==> src/design/bbc_pkg.sv <==
// Shared types, sizes and step functions for the binary / packed-BCD converter.
// Used by bbc_front, bbc_stage and binary_bcd_converter; depends on nothing.
package bbc_pkg;

  localparam int BCD_DIGITS = 8;
  localparam int NSTAGE     = 4;

  localparam longint unsigned BCD_LIMIT = 64'd10 ** BCD_DIGITS;

  localparam int NIB_MAX = (BCD_DIGITS < 8) ? BCD_DIGITS : 8;
  localparam int BCD_W   = 4 * NIB_MAX;

  localparam int BIN_W     = (BCD_LIMIT > 64'h8000_0000) ? 31 : $clog2(BCD_LIMIT);
  localparam int BIN_STEPS = (BIN_W + NSTAGE - 1) / NSTAGE;
  localparam int BIN_PW    = BIN_STEPS * NSTAGE;

  localparam int HOR_STEPS = (NIB_MAX + NSTAGE - 1) / NSTAGE;
  localparam int HOR_PW    = 4 * HOR_STEPS * NSTAGE;

  localparam longint unsigned REPUNIT = (64'd10 ** NIB_MAX - 64'd1) / 64'd9;
  localparam int ACC_W = $clog2(64'd15 * REPUNIT + 64'd1);

  localparam logic [5:0] BITS_CAP = 6'(4 * NIB_MAX);

  typedef struct packed {
    logic              act;
    logic              oor;
    logic [BCD_W-1:0]  mask;
    logic [BIN_PW-1:0] bin;
    logic [BCD_W-1:0]  bcd;
    logic [HOR_PW-1:0] digits;
    logic [ACC_W-1:0]  acc;
  } bbc_work_t;

  function automatic logic [BCD_W-1:0] dabble(input logic [BCD_W-1:0] d, input logic b);
    logic [BCD_W-1:0] t;
    t = d;
    for (int i = 0; i < NIB_MAX; i++) begin
      if (t[4*i +: 4] >= 4'd5) begin
        t[4*i +: 4] = t[4*i +: 4] + 4'd3;
      end
    end
    return {t[BCD_W-2:0], b};
  endfunction

  function automatic logic [ACC_W-1:0] horner(input logic [ACC_W-1:0] acc,
                                              input logic [3:0] nib);
    logic [ACC_W-1:0] x8;
    logic [ACC_W-1:0] x2;
    x8 = acc << 3;
    x2 = acc << 1;
    return x8 + x2 + ACC_W'(nib);
  endfunction

  function automatic logic bcd_ok(input logic [BCD_W-1:0] d);
    logic ok;
    ok = 1'b1;
    for (int i = 0; i < NIB_MAX; i++) begin
      if (d[4*i +: 4] > 4'd9) begin
        ok = 1'b0;
      end
    end
    return ok;
  endfunction

endpackage

==> src/design/bbc_front.sv <==
// Request decode: range check, sign handling, nibble mask and source words.
// Depends on bbc_pkg.
module bbc_front import bbc_pkg::*; (
  input  logic               action,
  input  logic signed [31:0] value,
  input  logic [5:0]         nbits,
  output bbc_work_t          work
);

  logic [5:0]  bits_c;
  logic [31:0] mask32;
  logic [63:0] vext;
  logic        oor;
  logic        bin_ok;

  always_comb begin
    bits_c = (nbits > 6'd32) ? 6'd32 : nbits;
    if (bits_c > BITS_CAP) begin
      bits_c = BITS_CAP;
    end
    mask32 = (bits_c >= 6'd32) ? 32'hFFFF_FFFF : ((32'd1 << bits_c) - 32'd1);
    vext   = {32'd0, value[31:0]};
    oor    = !action && !value[31] && (vext >= BCD_LIMIT);
    bin_ok = !action && !value[31] && !oor;

    work.act    = action;
    work.oor    = oor;
    work.mask   = mask32[BCD_W-1:0];
    work.bin    = bin_ok ? BIN_PW'(value[BIN_W-1:0]) : '0;
    work.bcd    = '0;
    work.digits = action ? HOR_PW'(value[BCD_W-1:0] & mask32[BCD_W-1:0]) : '0;
    work.acc    = '0;
  end

endmodule

==> src/design/bbc_stage.sv <==
// One pipeline stage: a slice of double-dabble shifts and Horner digit steps,
// with its own valid bit and stall-aware load. Depends on bbc_pkg.
module bbc_stage import bbc_pkg::*; (
  input  logic      clk,
  input  logic      rst,
  input  logic      up_valid,
  input  bbc_work_t up_data,
  output logic      up_ready,
  output logic      valid,
  output bbc_work_t data,
  input  logic      dn_ready
);

  bbc_work_t data_next;

  always_comb begin
    data_next = up_data;
    for (int s = 0; s < BIN_STEPS; s++) begin
      data_next.bcd = dabble(data_next.bcd, data_next.bin[BIN_PW-1]);
      data_next.bin = data_next.bin << 1;
    end
    for (int s = 0; s < HOR_STEPS; s++) begin
      data_next.acc    = horner(data_next.acc, data_next.digits[HOR_PW-1 -: 4]);
      data_next.digits = data_next.digits << 4;
    end
  end

  assign up_ready = !valid || dn_ready;

  always_ff @(posedge clk) begin
    if (rst) begin
      valid <= 1'b0;
    end else if (up_ready) begin
      valid <= up_valid;
    end
  end

  always_ff @(posedge clk) begin
    if (up_ready && up_valid) begin
      data <= data_next;
    end
  end

endmodule

==> src/design/binary_bcd_converter.sv <==
// Binary / packed-BCD converter, top level: request decode, stage chain, result.
// Depends on bbc_pkg, bbc_front and bbc_stage.
//
// Request channel: req_valid / req_stall with action, value, nbits.
// action 0 turns a signed binary value into packed BCD digits (units digit
// lowest), kept to the low nbits bits; a value of 10^8 or more gives all ones
// and out_of_range, a negative value gives zero. action 1 reads the low nbits
// bits of value as BCD nibbles and returns the binary value of those digits.
// Result channel: res_valid / res_stall with result, out_of_range.
// A request passes through the stage chain, one register per stage; each
// stage runs seven double-dabble shifts and two Horner digit steps.
// Throughput is one request per cycle while req_stall stays low.
// Reset clears all stage valid bits; the chain is empty afterwards.
// When the receiver stalls, the last stage holds its result and the stall
// backs up through the chain; req_stall rises only when every stage is full.
module binary_bcd_converter import bbc_pkg::*; (
  input  logic               clk,
  input  logic               rst,
  input  logic               req_valid,
  output logic               req_stall,
  input  logic               action,
  input  logic signed [31:0] value,
  input  logic [5:0]         nbits,
  output logic               res_valid,
  input  logic               res_stall,
  output logic [31:0]        result,
  output logic               out_of_range
);

  bbc_work_t            front_work;
  bbc_work_t            sdata [NSTAGE];
  logic [NSTAGE-1:0]    svalid;
  logic [NSTAGE-1:0]    sready;
  bbc_work_t            last;

  bbc_front u_front (
    .action (action),
    .value  (value),
    .nbits  (nbits),
    .work   (front_work)
  );

  for (genvar g = 0; g < NSTAGE; g++) begin : g_stage
    bbc_stage u_stage (
      .clk      (clk),
      .rst      (rst),
      .up_valid ((g == 0) ? req_valid : svalid[(g == 0) ? 0 : g-1]),
      .up_data  ((g == 0) ? front_work : sdata[(g == 0) ? 0 : g-1]),
      .up_ready (sready[g]),
      .valid    (svalid[g]),
      .data     (sdata[g]),
      .dn_ready ((g == NSTAGE-1) ? !res_stall : sready[(g == NSTAGE-1) ? g : g+1])
    );
  end

  assign last         = sdata[NSTAGE-1];
  assign req_stall    = !sready[0];
  assign res_valid    = svalid[NSTAGE-1];
  assign out_of_range = last.oor;
  assign result       = last.oor ? 32'hFFFF_FFFF :
                        last.act ? 32'(last.acc) : 32'(last.bcd & last.mask);

`ifndef SYNTH
  a_stall_full: assert property (@(posedge clk) disable iff (rst)
    req_stall |-> (&svalid))
    else $error("request stalled while a stage is empty");

  a_bcd_digits: assert property (@(posedge clk) disable iff (rst)
    res_valid && !last.act && !last.oor |-> bcd_ok(last.bcd))
    else $error("BCD digit above nine after conversion");

  a_oor_only_bin: assert property (@(posedge clk) disable iff (rst)
    res_valid && last.act |-> !out_of_range)
    else $error("out_of_range set on BCD to binary request");

  a_reset_empty: assert property (@(posedge clk)
    $past(rst) |-> !res_valid)
    else $error("result valid right after reset");
`endif

endmodule
==> config.mk <==
export PLATFORM = sky130hd
export DESIGN_NAME = binary_bcd_converter
export DESIGN_NICKNAME = d
export VERILOG_FILES = /design/src/design/bbc_pkg.sv /design/src/design/bbc_front.sv /design/src/design/bbc_stage.sv /design/src/design/binary_bcd_converter.sv
export SDC_FILE = /design/constraint.sdc
export NUM_CORES = 1
export LEC_CHECK = 0
export BUFFER_PORTS_ARGS = -buffer_cell sky130_fd_sc_hd__buf_2
export CAP_MARGIN = 15
export CORE_MARGIN = 5
export CORE_UTILIZATION = 40
export DETAILED_ROUTE_END_ITERATION = 10
export GPL_ROUTABILITY_DRIVEN = 0
export SETUP_SLACK_MARGIN = 0.2
export SLEW_MARGIN = 40
export SYNTH_ARGS = -nofsm -noshare
export SYNTH_HDL_FRONTEND = slang
export SYNTH_SLANG_ARGS = --single-unit
==> constraint.sdc <==
create_clock -name clk -period 10.15 [get_ports clk]
set_clock_uncertainty 0.05 [all_clocks]
set_input_delay 1.015 -clock clk [delete_from_list [all_inputs] [get_ports clk]]
set_output_delay 1.015 -clock clk [all_outputs]
set_load 0.02 [all_outputs]
==> results.md, run 1 <==
- Tcrit/Tclk final: 74.0%
- Mapped Area: 31700 um^2
- CTS Root Cell: clkbuf_16
- Core Rows: 103
- # DRC: 0
- Vias in the first global route: 21800
- Status: finished, final reports clean
- Dpl ws: 2.63 ns
- GR Util All Layers: 14.9%
- CP Buf/Inv Count: 5
- Max-cap violations: 0
- Post-Synthesis Cells: 3208
- Reg2reg end: g_stage[3].u_stage.data[86]
- Port Buffer Count: 77
- Crit path kind: flop to flop
- Area delta synth->final: 10.4%
- Reg clk slew, reported paths: 0.06 ns
- DRT Pass-1 Iters: 5
- 1st-iter DRT viols: 1020
- Final wirelength: 65200 um
- Final nets: 3746
- Unrepaired setup endpoints after global routing: no
- Critical path depth: 35
- Syn Area/Cell: 9.89 um^2
- DR vias: 23000
- Global-route wire length before repair: 108000 um
- Delay-heaviest family, CP: compound AO/OA/AOI/OAI gates
- Post-CTS setup buffer count: 0
- Global-route congestion overflow total: 0
- Setup TNS: 0 ns
- Fin crit period: 7.51 ns
- Share of layout cells above drive strength 1: 10.5%
- Final Hold Viols: 0
- Slowest CP cell: nor3b_1
- Antenna Nets Post-Route: 0
- Most used cell, CP: ha_1
- Most frequent cells in the layout: edfxtp_1, ha_1, inv_1
- Antenna Cells: 0
- Slew @ Worst Pin: 0.769 ns
- Largest net degree at the start of global routing: 62
- CP Capture Type: flop
- Netlist cell types: 112
- CP required: 10.49 ns
- Initial antenna violation count: 1
- H-tree levels: 2
- Critical hold path startpoint: g_stage[0].u_stage.data[101]
- R2R setup slack: 2.64 ns
- Seq cells post-synth: 388
- Worst-path maximum fanout: 6
- Worst reg2reg path startpoint: g_stage[2].u_stage.data[80]
- Hold_buf cts: 0
- Cts repair resizes: 0
- R2R cell count: 35
- WHS Path Cells: 0
- Ports: 78
- Hold WC Path Type: flop to flop
- Sequential area share after synthesis: 36.6%
- Die ar.: 85000 um^2
- Vias per cell: 5.23
- Post-synth ARST share: 0%
- Max transition margin: 48.7%
- Routed WL per cell: 14.8 um
- CP peak stage delay: 0.49 ns
- Initial Util: 40.2%
- Arrival @ worst endpoint: 7.85 ns
- Fillers: 7592
- Final setup violation count: 0
- Fmax: 133 MHz
- Startpoint types: flop
- Maximum root-to-sink buffer count: 3
- Met1 wire length: 33800 um
- Commonest non-fill, non-tap cell in the layout: edfxtp_1
- Area occupied by multi-input gates: 19100 um^2
- Die width: 292 um
- Number of flops mapped to enable cells by yosys: 384
- Reg area: 11600 um^2
- Final worst slack: 2.64 ns
- Die Ht: 292 um
- Hpwl dp: 50400 um
- Met2 routed WL: 28400 um
- Num CTS Buffers: 47
- Clk Latency, worst-skew pair: 0.62 ns
- CTS Sinks: 388
- Yosys warning count: 0
- Core Region: 78900 um^2
- Final Max Slew Viols: 0
- TritonCTS clock tree: yes
- Met3 WL: 2050 um
- Highest metal used: met4
- Hold endpoint: g_stage[1].u_stage.data[108]
- Synth Net Count: 3644
- Synth Flop Type: edfxtp_1
synthesized netlist by cell type, types with 32 or more instances:
| cell type | n | area, um^2 |
|---|---|---|
| o21a_1 | 39 | 293 |
| edfxtp_1 | 384 | 11500 |
| ha_1 | 379 | 4740 |
| nor3_1 | 56 | 280 |
| o21ai_1 | 32 | 160 |
| a21oi_1 | 226 | 1130 |
| nor2b_1 | 50 | 313 |
| nand2_1 | 229 | 860 |
| o21bai_1 | 57 | 428 |
| a211oi_1 | 41 | 308 |
| nand3_1 | 47 | 235 |
| and3_1 | 45 | 282 |
| mux2i_1 | 83 | 831 |
| a21o_1 | 58 | 435 |
| a211o_1 | 32 | 280 |
| nand2b_1 | 84 | 526 |
| xnor2_1 | 134 | 1170 |
| o21ai_0 | 179 | 896 |
| inv_1 | 255 | 957 |
| nor2_1 | 203 | 762 |
| and2_1 | 51 | 319 |
| mux2_2 | 42 | 473 |
| a21boi_0 | 35 | 263 |
layer usage:
metal  vias up  global-route usage (%)
met3        64                    1.70
met2       272                    24.1
met4         0                    2.89
met1     10600                    22.0
li1      12100                       -
met5         -                       0
through the flow:
step	std cells	utilization [%]	instance area, um^2	hold WS [ns]
after global routing	4397	44.4	35000	0.371
final	4397	44.4	35000	0.365
after detailed placement	4311	42.4	33400	0.355
after CTS	4397	44.4	35000	0.367
after floorplan	3208	-	31700	0.350
after global placement	4311	42.4	33400	0.351
state kept, by name (all words and copies together), names as in the netlist:
name,count
g_stage.u_stage.data,384
g_stage.u_stage.valid,4
logic make-up after synthesis:
logic type                 after synthesis  synth area share, %
muxes                                  140                 4.83
AOI/OAI and AO/OA                      942                 20.4
and+or+nand+nor                        879                 13.8
adders and majority gates              393                 15.8
DFF                                    388                 36.6
xor gates and xnor gates               171                 5.02
buffers and inverters                  295                 3.50
worst max-delay path by stage:
stage	endpoint	slack, ns	start
5_1_grt	g_stage[3].u_stage.data[86]	1.76	g_stage[2].u_stage.data[80]
6_report	g_stage[3].u_stage.data[86]	2.64	g_stage[2].u_stage.data[80]
3_5_place_dp	g_stage[3].u_stage.data[85]	2.63	g_stage[2].u_stage.data[80]
2_1_floorplan	g_stage[1].u_stage.data[0]	1.13	res_stall
4_1_cts	g_stage[3].u_stage.data[85]	2.62	g_stage[2].u_stage.data[80]
3_3_place_gp	g_stage[3].u_stage.data[85]	2.91	g_stage[2].u_stage.data[80]
final cells by class:
cell class	instances	area share (%)
multi-input combinational	2525	54.4
sequential	388	33.1
tap	1050	3.75
clock buffer	55	3.44
inverter	260	2.79
timing repair buffer	88	1.35
clock inverter	31	1.15
Power of run 1 is left out: the tool's default activity adds up to more than one toggle a clock period on the data nets, which glitch-free logic cannot reach.
==> run 2, diff against run 1 <==
- clock period: 10.15 -> 7 ns (I/O delays scaled with it)
==> results.md, run 2 (same netlist as run 1, synthesis figures left out) <==
- Status: finished, final reports clean
- Fmax: 154 MHz (+16%)
- TritonCTS clock tree: yes
- Die ar.: 85000 um^2 (unchanged)
- Area delta synth->final: 13.5%
- Finished Core Util: 45.6% (+1.2 points)
- Final Max Slew Viols: 0 (unchanged)
- Biggest regs: g_stage.u_stage.data: 384 flops, g_stage.u_stage.valid: 4 flops
- GR Util All Layers: 15.0% (+0.085 points)
- Max-cap violations: 0 (unchanged)
- Delay-heaviest family, CP: compound AO/OA/AOI/OAI gates
- Max FFs per register: 384 (unchanged)
- Worst-path maximum fanout: 6 (unchanged)
- Antenna Cells: 0 (unchanged)
- Most frequent cells in the layout: edfxtp_1, ha_1, inv_1
- Initial Util: 40.2% (unchanged)
- CTS Root Cell: clkbuf_16
- H-tree levels: 2 (unchanged)
- Ports: 78 (unchanged)
- Commonest non-fill, non-tap cell in the layout: edfxtp_1
- Arrival @ worst endpoint: 6.75 ns (-1.10 ns)
- Initial antenna violation count: 2 (+1)
- Share of layout cells above drive strength 1: 15.2% (+4.7 points)
- Largest net degree at the start of global routing: 66 (+6.5%)
- R2R cell count: 27 (-23%)
- Crit path kind: flop to flop
- Slowest CP cell: edfxtp_1
- Port Buffer Count: 77 (unchanged)
- Hold_buf cts: 0 (unchanged)
- Hpwl dp: 50800 um (+0.77%)
- Final setup violation count: 0 (unchanged)
- CP endpoint: g_stage[3].u_stage.data[65]
- CP Capture Type: flop
- Global-route wire length before repair: 108000 um (+0.71%)
- Worst reg2reg path startpoint: g_stage[2].u_stage.data[60]
- Final Hold Viols: 0 (unchanged)
- Fillers: 7490 (-1.3%)
- Num CTS Buffers: 45 (-4.3%)
- Reg2reg end: g_stage[3].u_stage.data[65]
- CP required: 7.26 ns (-3.23 ns)
- Antenna Nets Post-Route: 0 (unchanged)
- Core Region: 78900 um^2 (unchanged)
- Final wirelength: 66200 um (+1.5%)
- Maximum root-to-sink buffer count: 3 (unchanged)
- WHS Path Cells: 2 (+2)
- Setup TNS: 0 ns (unchanged)
- Worst setup path startpoint: g_stage[2].u_stage.data[60]
- Die width: 292 um (unchanged)
- Vias in the first global route: 21800 (-0.30%)
- Slew @ Worst Pin: 0.778 ns (+0.00893 ns)
- Global-route congestion overflow total: 0 (unchanged)
- Unrepaired setup endpoints after global routing: yes
- Vias per cell: 5.26 (+0.57%)
- Critical path depth: 27 (-23%)
- Clk Latency, worst-skew pair: 0.59 ns (-0.03 ns)
- 1st-iter DRT viols: 1277 (+25%)
- CP Buf/Inv Count: 1 (-4)
- Hold WC Path Type: input pin to flop
- # DRC: 0 (unchanged)
- DR vias: 23400 (+1.7%)
- Die Ht: 292 um (unchanged)
- Core Rows: 103 (unchanged)
- R2R setup slack: 0.51 ns (-2.12 ns)
- CTS Sinks: 388 (unchanged)
- Final nets: 3801 (+1.5%)
- Reg clk slew, reported paths: 0.06 ns (about the same)
- Max transition margin: 48.1% (-0.60 points)
- Fin crit period: 6.49 ns (-1.03 ns)
- Startpoint types: flop
- DRT Pass-1 Iters: 5 (unchanged)
- CP peak stage delay: 0.51 ns (+0.02 ns)
- Routed WL per cell: 14.9 um (+0.42%)
- Tcrit/Tclk final: 92.6% (+19 points)
- Most flop-heavy register: g_stage.u_stage.data
- Most used cell, CP: ha_2
## run 2: layout make-up
type                            count  area, um^2  share of cell area (%)
Multi-Input combinational cell   2525       19700                    54.7
Sequential cell                   388       11600                    32.3
Tap cell                         1050        1310                    3.65
Clock buffer                       52        1150                    3.20
Inverter                          260         976                    2.71
Timing Repair Buffer              145         903                    2.51
Clock inverter                     25         367                    1.02
## run 2: routing by layer
| metal | share of wire [%] | global-route usage, % | routed length [um] | vias up |
|---|---|---|---|---|
| li1 | - | - | - | 12200 |
| met1 | 51 | 22.2 | 33700 | 10800 |
| met2 | 44 | 24.3 | 29400 | 275 |
| met3 | 3.2 | 1.51 | 2100 | 68 |
| met4 | 1.5 | 2.78 | 999 | 0 |
| met5 | 0 | 0 | 0 | - |
## run 2: worst min path at each step
stage | start | endpoint | slack, ns
2_1_floorplan | g_stage[0].u_stage.data[52] | g_stage[1].u_stage.data[0] | 0.35
3_3_place_gp | g_stage[0].u_stage.data[47] | g_stage[1].u_stage.data[55] | 0.35
3_5_place_dp | g_stage[0].u_stage.data[111] | g_stage[1].u_stage.data[118] | 0.35
4_1_cts | rst | g_stage[2].u_stage.valid | 0.23
5_1_grt | rst | g_stage[2].u_stage.valid | 0.26
6_report | rst | g_stage[0].u_stage.valid | 0.27
## run 2: per-stage QoR
stage	area [um^2]	setup slack [ns]	hold slack (ns)	cells
after floorplan	31700	0.331	0.350	3208
after global placement	33500	0.125	0.351	4327
after detailed placement	33500	-0.119	0.355	4327
after CTS	35100	0.205	0.227	4408
after global routing	36000	0.0943	0.258	4445
final	36000	0.515	0.269	4445
## run 2: what timing repair did
action | in CTS | in global routing
gates cloned | 0 | 0
setup endpoints to repair | 19 | 59
buffers inserted | 4 | 37
pin swaps | 4 | 39
gates resized for setup | 14 | 122
hold endpoints to repair | 0 | 0
Power of run 2 is left out for the same reason.
